[src/design/cma3_pkg.sv]
// Package for the three-axis centered moving average core.
// Holds shared widths, the reset half window and depth constants; no dependencies.
`timescale 1ns / 1ps
package cma3_pkg;
  localparam int unsigned MaxHalfDef   = 8;
  localparam int unsigned DataWidthDef = 32;
  localparam int unsigned HwWidth      = 4;
  localparam logic [HwWidth-1:0] HalfWindowRst = 4'd3;
endpackage

[src/design/cma3_front.sv]
// Front end: sample window store, stream counters and emit scheduling.
// Depends on cma3_pkg. Issues one emit job at a time to the back end.
`timescale 1ns / 1ps
module cma3_front import cma3_pkg::*; #(
  parameter int unsigned MAX_HALF   = MaxHalfDef,
  parameter int unsigned DATA_WIDTH = DataWidthDef,
  localparam int unsigned Depth = 2 * MAX_HALF + 1,
  localparam int unsigned AW    = $clog2(Depth + 1),
  localparam int unsigned IW    = $clog2(Depth)
) (
  input  logic                  clk_i,
  input  logic                  rst_ni,
  input  logic [HwWidth-1:0]    half_len_i,
  input  logic                  in_valid_i,
  output logic                  in_stall_o,
  input  logic [DATA_WIDTH-1:0] in_x_i,
  input  logic [DATA_WIDTH-1:0] in_y_i,
  input  logic [DATA_WIDTH-1:0] in_z_i,
  input  logic                  in_last_i,
  // read port for the back end
  input  logic [IW-1:0]         rd_addr_i,
  output logic [3*DATA_WIDTH-1:0] rd_data_o,
  // job to back end
  output logic                  job_valid_o,
  input  logic                  job_ready_i,
  output logic [IW-1:0]         job_lo_o,
  output logic [IW-1:0]         job_hi_o,
  output logic                  job_last_o,
  input  logic                  back_idle_i
);
  logic [3*DATA_WIDTH-1:0] win_q [Depth];
  logic [AW-1:0] seen_q, seen_d;
  logic [AW-1:0] pend_q, pend_d;
  logic          flush_q, flush_d;
  logic [AW-1:0] h;
  logic [AW-1:0] h_q, h_d;
  logic [AW-1:0] d, lo, hi, hi_lim;
  logic          accept, emit, busy;

  assign h = (32'(half_len_i) > 32'(MAX_HALF)) ? AW'(MAX_HALF) : AW'(half_len_i);
  // the half length in force is the one seen when the last sample arrived
  assign busy = flush_q || (pend_q > h_q);
  // hold input while jobs remain or the back end is still reading the window
  assign in_stall_o = busy || !back_idle_i;
  assign accept = in_valid_i && !in_stall_o;

  assign d      = pend_q - AW'(1);
  assign lo     = (d > h_q) ? d - h_q : '0;
  assign hi_lim = seen_q - AW'(1);
  always_comb begin
    hi = d + h_q;
    if (hi > hi_lim) hi = hi_lim;
  end
  assign job_valid_o = busy && (pend_q != '0);
  assign job_lo_o    = lo[IW-1:0];
  assign job_hi_o    = hi[IW-1:0];
  assign job_last_o  = flush_q && (pend_q == AW'(1));
  assign emit        = job_valid_o && job_ready_i;

  always_comb begin
    seen_d  = seen_q;
    pend_d  = pend_q;
    flush_d = flush_q;
    h_d     = h_q;
    if (accept) begin
      if (seen_q < AW'(Depth)) seen_d = seen_q + AW'(1);
      if (pend_q < AW'(MAX_HALF + 1)) pend_d = pend_q + AW'(1);
      flush_d = in_last_i;
      h_d     = h;
    end else if (emit) begin
      pend_d = pend_q - AW'(1);
      if (flush_q && pend_q == AW'(1)) begin
        flush_d = 1'b0;
        seen_d  = '0;
      end
    end
  end

  always_ff @(posedge clk_i or negedge rst_ni) begin
    if (!rst_ni) begin
      seen_q  <= '0;
      pend_q  <= '0;
      flush_q <= 1'b0;
      h_q     <= '0;
    end else begin
      seen_q  <= seen_d;
      pend_q  <= pend_d;
      flush_q <= flush_d;
      h_q     <= h_d;
    end
  end

  // shift line, newest at index 0
  always_ff @(posedge clk_i) begin
    if (accept) begin
      win_q[0] <= {in_z_i, in_y_i, in_x_i};
      for (int i = 1; i < Depth; i++) win_q[i] <= win_q[i-1];
    end
  end
  assign rd_data_o = win_q[rd_addr_i];
endmodule

[src/design/cma3_back.sv]
// Back end: serial window summation and restoring division per axis.
// Depends on cma3_pkg. Reads the front end window one entry per cycle.
`timescale 1ns / 1ps
module cma3_back import cma3_pkg::*; #(
  parameter int unsigned MAX_HALF   = MaxHalfDef,
  parameter int unsigned DATA_WIDTH = DataWidthDef,
  localparam int unsigned Depth = 2 * MAX_HALF + 1,
  localparam int unsigned IW    = $clog2(Depth),
  localparam int unsigned CW    = $clog2(Depth + 1),
  localparam int unsigned SW    = DATA_WIDTH + CW,
  localparam int unsigned BW    = $clog2(SW + 1)
) (
  input  logic                    clk_i,
  input  logic                    rst_ni,
  input  logic                    job_valid_i,
  output logic                    job_ready_o,
  input  logic [IW-1:0]           job_lo_i,
  input  logic [IW-1:0]           job_hi_i,
  input  logic                    job_last_i,
  output logic                    idle_o,
  output logic [IW-1:0]           rd_addr_o,
  input  logic [3*DATA_WIDTH-1:0] rd_data_i,
  output logic                    out_valid_o,
  input  logic                    out_stall_i,
  output logic [DATA_WIDTH-1:0]   avg_x_o,
  output logic [DATA_WIDTH-1:0]   avg_y_o,
  output logic [DATA_WIDTH-1:0]   avg_z_o,
  output logic                    out_last_o
);
  localparam logic [1:0] StIdle = 2'd0, StSum = 2'd1, StDiv = 2'd2, StOut = 2'd3;
  logic [1:0] st_q, st_d;
  logic [IW-1:0] addr_q, hi_q;
  logic [CW-1:0] cnt_q;
  logic          last_q;
  logic [1:0]    ax_q;
  logic [BW-1:0] bit_q;
  logic signed [SW-1:0] sum_q [3];
  logic [SW-1:0] mag_q, rem_q;
  logic          neg_q;
  logic [DATA_WIDTH-1:0] res_q [3];
  logic [SW:0]   trial;
  logic [SW-1:0] rem_sh;
  logic [SW-1:0] quo;

  assign job_ready_o = (st_q == StIdle);
  assign idle_o      = (st_q == StIdle) && !job_valid_i;
  assign rd_addr_o   = addr_q;
  assign out_valid_o = (st_q == StOut);
  assign avg_x_o = res_q[0];
  assign avg_y_o = res_q[1];
  assign avg_z_o = res_q[2];
  assign out_last_o = last_q;

  assign rem_sh = {rem_q[SW-2:0], mag_q[SW-1]};
  assign trial  = {1'b0, rem_sh} - {{(SW+1-CW){1'b0}}, cnt_q};
  assign quo    = {mag_q[SW-2:0], ~trial[SW]};

  always_comb begin
    st_d = st_q;
    case (st_q)
      StIdle: if (job_valid_i) st_d = StSum;
      StSum:  if (addr_q == hi_q) st_d = StDiv;
      StDiv:  if (bit_q == BW'(0) && ax_q == 2'd2) st_d = StOut;
      StOut:  if (!out_stall_i) st_d = StIdle;
      default: st_d = StIdle;
    endcase
  end

  always_ff @(posedge clk_i or negedge rst_ni) begin
    if (!rst_ni) st_q <= StIdle;
    else         st_q <= st_d;
  end

  always_ff @(posedge clk_i) begin
    case (st_q)
      StIdle: begin
        addr_q <= job_lo_i;
        hi_q   <= job_hi_i;
        last_q <= job_last_i;
        cnt_q  <= CW'(job_hi_i - job_lo_i) + CW'(1);
        for (int a = 0; a < 3; a++) sum_q[a] <= '0;
      end
      StSum: begin
        // accumulate one stored sample per cycle
        for (int a = 0; a < 3; a++)
          sum_q[a] <= sum_q[a] + SW'($signed(rd_data_i[a*DATA_WIDTH +: DATA_WIDTH]));
        addr_q <= addr_q + IW'(1);
        if (addr_q == hi_q) begin
          ax_q  <= 2'd0;
          bit_q <= BW'(SW);
          neg_q <= 1'b0;
        end
      end
      StDiv: begin
        // load magnitude, then one quotient bit per cycle
        if (bit_q == BW'(SW)) begin
          neg_q <= sum_q[ax_q][SW-1];
          mag_q <= sum_q[ax_q][SW-1] ? SW'(-sum_q[ax_q]) : SW'(sum_q[ax_q]);
          rem_q <= '0;
          bit_q <= bit_q - BW'(1);
        end else begin
          rem_q <= trial[SW] ? rem_sh : trial[SW-1:0];
          mag_q <= quo;
          if (bit_q == BW'(0)) begin
            // last quotient bit lands here; restore the sign
            res_q[ax_q] <= neg_q ? DATA_WIDTH'(-quo) : quo[DATA_WIDTH-1:0];
            ax_q  <= ax_q + 2'd1;
            bit_q <= BW'(SW);
          end else begin
            bit_q <= bit_q - BW'(1);
          end
        end
      end
      default: ;
    endcase
  end
endmodule

[src/design/centered_moving_average_3axis_core.sv]
// Top level of the three-axis centered moving average core.
// Depends on cma3_pkg, cma3_front and cma3_back.
`timescale 1ns / 1ps
//  channel | handshake            | word
//  in      | in_valid_i/in_stall_o| in_x/y/z, in_last
//  out     | out_valid_o/out_stall_i | avg_x/y/z, out_last
//  cfg     | cfg_valid_i/cfg_ready_o | half window length
// Each output word is built in order: the back end picks up the job, sums the
// samples of its window one by one, divides each axis in turn with the serial
// restoring divider (SW = DATA_WIDTH + 5 at the default depth) and holds the
// result until it is taken. Reset clears counters and sets the half window to 3.
// Input stalls while emit jobs are pending or the back end is busy.
module centered_moving_average_3axis_core import cma3_pkg::*; #(
  parameter int unsigned MAX_HALF   = MaxHalfDef,
  parameter int unsigned DATA_WIDTH = DataWidthDef
) (
  input  logic                  clk_i,
  input  logic                  rst_ni,
  input  logic                  cfg_valid_i,
  output logic                  cfg_ready_o,
  input  logic [HwWidth-1:0]    cfg_data_i,
  input  logic                  in_valid_i,
  output logic                  in_stall_o,
  input  logic [DATA_WIDTH-1:0] in_x_i,
  input  logic [DATA_WIDTH-1:0] in_y_i,
  input  logic [DATA_WIDTH-1:0] in_z_i,
  input  logic                  in_last_i,
  output logic                  out_valid_o,
  input  logic                  out_stall_i,
  output logic [DATA_WIDTH-1:0] avg_x_o,
  output logic [DATA_WIDTH-1:0] avg_y_o,
  output logic [DATA_WIDTH-1:0] avg_z_o,
  output logic                  out_last_o
);
  localparam int unsigned IW = $clog2(2 * MAX_HALF + 1);
  logic [HwWidth-1:0] half_len_q;
  logic [IW-1:0] rd_addr, job_lo, job_hi;
  logic [3*DATA_WIDTH-1:0] rd_data;
  logic job_valid, job_ready, job_last, back_idle;

  assign cfg_ready_o = 1'b1;
  always_ff @(posedge clk_i or negedge rst_ni) begin
    if (!rst_ni) half_len_q <= HalfWindowRst;
    else if (cfg_valid_i) half_len_q <= cfg_data_i;
  end

  cma3_front #(.MAX_HALF(MAX_HALF), .DATA_WIDTH(DATA_WIDTH)) u_front (
    .clk_i, .rst_ni, .half_len_i(half_len_q),
    .in_valid_i, .in_stall_o, .in_x_i, .in_y_i, .in_z_i, .in_last_i,
    .rd_addr_i(rd_addr), .rd_data_o(rd_data),
    .job_valid_o(job_valid), .job_ready_i(job_ready),
    .job_lo_o(job_lo), .job_hi_o(job_hi), .job_last_o(job_last),
    .back_idle_i(back_idle)
  );

  cma3_back #(.MAX_HALF(MAX_HALF), .DATA_WIDTH(DATA_WIDTH)) u_back (
    .clk_i, .rst_ni, .job_valid_i(job_valid), .job_ready_o(job_ready),
    .job_lo_i(job_lo), .job_hi_i(job_hi), .job_last_i(job_last),
    .idle_o(back_idle), .rd_addr_o(rd_addr), .rd_data_i(rd_data),
    .out_valid_o, .out_stall_i, .avg_x_o, .avg_y_o, .avg_z_o, .out_last_o
  );
endmodule
[config.mk]
export PLATFORM = sky130hd
export DESIGN_NAME = centered_moving_average_3axis_core
export DESIGN_NICKNAME = d
export VERILOG_FILES = /design/src/design/cma3_pkg.sv /design/src/design/cma3_front.sv /design/src/design/cma3_back.sv /design/src/design/centered_moving_average_3axis_core.sv
export SDC_FILE = /design/constraint.sdc
export NUM_CORES = 2
export LEC_CHECK = 0
export BUFFER_PORTS_ARGS = -buffer_cell sky130_fd_sc_hd__buf_2
export CAP_MARGIN = 20
export CORE_MARGIN = 2
export CORE_UTILIZATION = 40
export CTS_CLUSTER_DIAMETER = 30
export DETAILED_ROUTE_END_ITERATION = 6
export GPL_TIMING_DRIVEN = 1
export PLACE_DENSITY = 0.57
export REMOVE_ABC_BUFFERS = 1
export SLEW_MARGIN = 40
export SYNTH_ARGS = -nofsm -noshare
export SYNTH_HDL_FRONTEND = slang
export SYNTH_SLANG_ARGS = --single-unit
[constraint.sdc]
create_clock -name clk_i -period 132.4 [get_ports clk_i]
set_clock_uncertainty 0.2 [all_clocks]
set_input_delay 6.62 -clock clk_i [delete_from_list [all_inputs] [get_ports clk_i]]
set_output_delay 6.62 -clock clk_i [all_outputs]
set_load 0.1 [all_outputs]
Word level (Yosys, flattened, before mapping)

Memory sizes are Yosys's and may differ from the RTL's. A register that Yosys moved wholly into a read port is not among the register bits.
Index checks and enable logic that the tools add are counted.

Register bits after elaboration: 120
RAM bits: 1839
Bits of input ports: 106
Output and inout port bits: 100
Logic and storage cells: 135
Memories: 3

Add/subtract/negate cells: 17
Magnitude comparators: 6
Equal/unequal tests: 16
Muxes and demuxes: 49
Bitwise logic cells: 4
Reduce and logical (&&, ||, !) cells: 25

Memory list:

| name          | words | width | rd ports | clocked after memory_dff | wr ports | RTL line         | source |
|---|---|---|---|---|---|---|---|
| u_front.win_q | 17    | 96    | 17       | 1                        | 17       | cma3_front.sv:31 | `logic [3*DATA_WIDTH-1:0] win_q [Depth];` |
| u_back.sum_q  | 3     | 37    | 4        | 1                        | 3        | cma3_back.sv:37  | `logic signed [SW-1:0] sum_q [3];` |
| u_back.res_q  | 3     | 32    | 3        | 0                        | 1        | cma3_back.sv:40  | `logic [DATA_WIDTH-1:0] res_q [3];` |

Operators with widths:

| kind                                                   | number |
|---|---|
| 2-to-1 mux 37 bit                                      | 5 |
| adder 37 x 32 -> 37 bit                                | 3 |
| 2-to-1 mux 5 bit                                       | 10 |
| subtractor 37 x 5 -> 38 bit                            | 1 |
| negator 37 bit                                         | 1 |
| 2-to-1 mux 36 bit                                      | 1 |
| 2-to-1 mux 32 bit                                      | 1 |
| negator 32 bit                                         | 1 |
| adder 5 x 1 -> 5 bit (second input constant)           | 4 |
| 2-to-1 mux 6 bit                                       | 3 |
| 2-to-1 mux 2 bit                                       | 8 |
| greater-than comparator 5 bit                          | 3 |
| 2-to-1 mux 1 bit                                       | 15 |
| case mux 6 bit (2 select lines)                        | 1 |
| inequality test 2 x 1 -> 1 bit (second input constant) | 5 |
| case mux 5 bit (2 select lines)                        | 1 |
| subtractor 5 x 1 -> 5 bit (second input constant)      | 2 |
| subtractor 5 bit                                       | 2 |
| inequality test 2 bit (second input constant)          | 4 |
| case mux 2 bit (4 select lines)                        | 1 |
| AND reduction 4 bit                                    | 2 |
| nonzero test 2 bit                                     | 4 |
| == test 2 bit (second input constant)                  | 3 |
| == test 6 bit (second input constant)                  | 1 |
| 22 further kinds                                       | 35 |

Logic depth before layout (Yosys ltp)

Depth after elaboration: 11
Mapped depth: 24
Mapped depth without buffers: 24

Hierarchy

A second synthesis with hierarchy kept.

Cells, all modules: 4605
Area total of the unflattened synthesis: 82711.8 um2

By module, submodules not included:

| module                             | times used | cells an instance | area each (um2) | sequential area each (um2) |
|---|---|---|---|---|
| cma3_front                         | 1          | 2719              | 63058.0         | 49382.4 |
| cma3_back                          | 1          | 1876              | 19494.9         | 9248.9 |
| centered_moving_average_3axis_core | 1          | 10                | 158.9           | 102.6 |

Worst setup path after synthesis

No wires, ideal clock.

Path kind: input-to-reg
Start point: input in_valid_i
End point: register u_front.h_q[1]
Library setup time: 2.009 ns
Arrival time: 52.045 ns
Data required time: 130.191 ns
Setup slack: 78.146 ns
Stages on the path: 4
Buffers on the path: 1
Cells stage by stage: nand3_1 > inv_1 > clkbuf_1 > o21ai_0

Word-level cells in the longest chain between the ends: 1

RTL lines:

| what                 | RTL line                                 | source |
|---|---|---|
| start, declared      | centered_moving_average_3axis_core.sv:22 | `input logic in_valid_i,` |
| logical AND 1 bit    | cma3_front.sv:45                         | `assign accept = in_valid_i && !in_stall_o;` |
| net u_front.accept   | cma3_front.sv:38                         | `logic accept, emit, busy;` |
| end signal, assigned | cma3_front.sv:84                         | `h_q <= '0;` |
| end signal, assigned | cma3_front.sv:89                         | `h_q <= h_d;` |
| end, declared        | cma3_front.sv:36                         | `logic [AW-1:0] h_q, h_d;` |

The timed path passes the listed nets, and every way through them passes these cells.
A chain may end at the register's enable or synchronous reset.

==> key figures <==
Synthesis
  – Synth top area cells: edfxtp_1 70%, mux4_2 13%, ha_1 2.4%
  – Async set-or-reset flop fraction in the synthesized netlist: 1.07%
  – Synth top cells by count: 1937 x edfxtp_1, 480 x mux4_2, 209 x nor2_1, 172 x nand2_1, 156 x ha_1
  – Post-synth EDFFs: 1937
  – Post-synthesis mux area share: 15.3%
  – Simple-gate share of the synthesized area: 3.93%
  – Yosys warns: 0
  – Synth Area in Adders: 2.53%
  – Post-synth top area cell: edfxtp_1
  – Netlist cell types: 86
  – Top FF cell, synth: edfxtp_1
  – Xor/xnor share of the synthesized area: 1.99%
  – Cells after synthesis: 4399
  – Synthesized cell area: 82700 sq um
  – Avg Inst Size Synth: 18.8 sq um
  – Count leader, synth: edfxtp_1
  – Yosys top cell area share: 70.3%
  – Compound-gate portion of the synthesized area: 3.78%
  – #FFs+latches synth: 1965
  – Largest family of logic cells by synthesized area: multiplexers
  – Sequential-to-total area share from yosys stat: 71.1%

Worst setup path
  – Top cell family by delay on the critical path: buffers and inverters
  – Critical Path RT: 132.73 ns
  – Crit start category: input pin
  – Kind of critical path: input pin to register
  – Largest fanout on the critical path: 136
  – Cell Chain, Critical Path: buf_2, nand3_1, inv_12, buf_6, buf_12, buf_16, buf_6, buf_12, buf_16
  – Max incr delay on CP: 0.68 ns
  – Arrival @ worst endpoint: 11.30 ns
  – CP Capture Type: register
  – CP max-delay cell: buf_6
  – Crit path buffers/inverters: 8

Timing
  – Fmax: 91.2 MHz
  – Crit share post-route: 8.28%
  – Final min period: 10.97 ns
  – TNS Setup: 0 ns
  – Max-slew violations: 0
  – Slew @ Worst Pin: 0.838 ns
  – Final setup violation count: 0
  – RSZ-0062 raised after global routing: no
  – Fin. Hold Viols: 0
  – Rel. slew slack: 44.1%

Routing
  – # DRC: 0
  – Drt pass-1 iters: 7
  – Post-DRT Antenna Nets: 0
  – Via count: 42986
  – DR iter-0 viols: 4037
  – Avg WL per Cell: 21.8 microns
  – DRT Wirelength: 173000 microns
  – Vias per cell: 5.40

Clocking
  – CTS Hold Bufs: 0
  – Cts bufs inserted: 432
  – CTS H-Tree Depth: 5
  – Worst skew pair latency: 0.96 ns
  – CTS tree: done
  – Clk root buf: clkbuf_16
  – CTS Sinks: 1965
  – CTS clk-pin slew, worst paths: 0.04 ns
  – Clock buffer depth: 4
  – Setup Fix Bufs, Post-CTS: 0
  – Post-CTS Resized: 0

Cells and area
  – Nets@finish: 5188
  – Fillers: 16509
  – Area grow syn2layout: 23.2%
  – Post-route cell area: 102000 sq um
  – Share of layout cells above drive strength 1: 30.2%

Place
  – Port bufs: 204
  – Post-DP Area: 87000 sq um
  – Dpl hpwl: 103000 microns
  – GPL Wtd Cong: 0.820

Global routing
  – Gr ovfl total: 0
  – Largest net degree at the start of global routing: 137
  – GR Util All Layers: 16.2%
  – Antenna violations before repair: 4
  – Vias in the first global route: 43693
  – Global-route wire length before repair: 267000 microns

Die
  – Effective utilization at floorplan: 40.3%
  – Die ar.: 210000 sq um
  – Ports: 206
  – Die height: 459 microns
  – Core box area: 205000 sq um
  – Die width: 459 microns
  – Row cnt: 166

Min path
  – Min-delay worst type: register to register

Power
  – Pleak: 34.3 nW
  – Worst VDD drop: 0.0000218 V
  – Pwr dens: 27.6 nW/um^2

Flow run
  – Max-cap viol count: 0

Outcome
  – Outcome: finished clean
-- worst register-to-register path, delay by kind of cell (launching register included) --
family                     cells  cell delay [ns]
xor gates and xnor gates       1             0.21
AOI/OAI and AO/OA              6             1.75
DFF                            1             0.60
buffers and inverters          5             2.17
muxes                          3             1.48
and+or+nand+nor                2             0.13
adders and majority gates      2             0.43
-- cell families after synthesis --
family	after synthesis
fa+ha+maj	163
mux	648
buf+inv	272
simple gates	658
xor+xnor	188
flops	1965
other cells	1
compound gates	504
-- where the power goes --
part | switching (mW) | internal (mW)
logic | 0.512 | 0.385
clock network | 0.335 | 0.741
registers | 0.0484 | 0.790
-- metrics by stage --
stage | setup WS [ns] | power (mW) | hold slack, ns | std cells | utilization (%)
after floorplan | 87.05 | 1.68 | 0.221 | 4215 | -
after global placement | 120.26 | 1.74 | 0.222 | 7166 | 42.4
after detailed placement | 120.48 | 1.75 | 0.227 | 7170 | 42.5
after CTS | 121.52 | 2.84 | 0.189 | 7950 | 49.6
after global routing | 121.13 | 2.96 | 0.198 | 7954 | 49.7
final | 121.43 | 2.81 | 0.194 | 7955 | 49.7
-- layout by cell type, fill, tap and decap left out, types with 50 or more instances in the layout --
cell and instances:
buf_2 204, mux4_2 480, clkinv_2 77, nand2_1 172, xor2_1 76, inv_1 84, ha_1 154, edfxtp_1 1937
clkbuf_16 440, a21oi_1 152, xnor2_1 112, clkinv_1 55, bufinv_16 70, o21ai_0 129, nor2_1 206, mux2_2 110
mux2i_1 50
-- routing by layer --
metal	GRT usage (%)	part of all wire, %
met5	0	0
met4	5.27	2.1
met3	3.13	5.0
met2	23.2	44
met1	24.9	49
-- area by class of cell --
type | instances | area [sq um] | area share [%]
sequential | 1965 | 58900 | 57.8
timing repair buffer | 270 | 1750 | 1.72
inverter | 88 | 349 | 0.343
clock inverter | 289 | 3470 | 3.41
tap | 2688 | 3360 | 3.30
multi-input combinational | 2162 | 22800 | 22.4
clock buffer | 491 | 11300 | 11.0
antenna | 2 | 5.00 | 0.00491
-- flip-flops by register name (all words and copies together) (netlist names), named ones only --
name	count
u_back.rem_q	36
u_back.bit_q	6
u_back.sum_q	111
u_back.st_q	2
u_back.rd_addr_o	5
u_front.win_q	1632
u_back.res_q	96
u_back.ax_q	2
u_back.neg_q	1
u_back.cnt_q	5
u_front.pend_q	5
u_front.flush_q	1
u_front.h_q	4
half_len_q	4
u_back.hi_q	5
u_back.out_last_o	1
u_back.mag_q	37
u_front.seen_q	5
-- final timing paths --
path                                            from                   end  slack, ns  cells after the start
worst max-delay path                      in_valid_i   u_front.win_q[4][1]     121.43                      9
worst min-delay path            u_front.win_q[2][78]  u_front.win_q[3][78]       0.19                      0
worst max register to register              register   u_back.sum_q[2][32]     125.13                     19
worst min register to register  u_front.win_q[2][78]  u_front.win_q[3][78]       0.19                      0
max in group asynchronous                     rst_ni         half_len_q[0]     126.12                      1
min in group asynchronous                     rst_ni     u_front.pend_q[0]       5.51                      1
(Power assumes the default switching activity.)
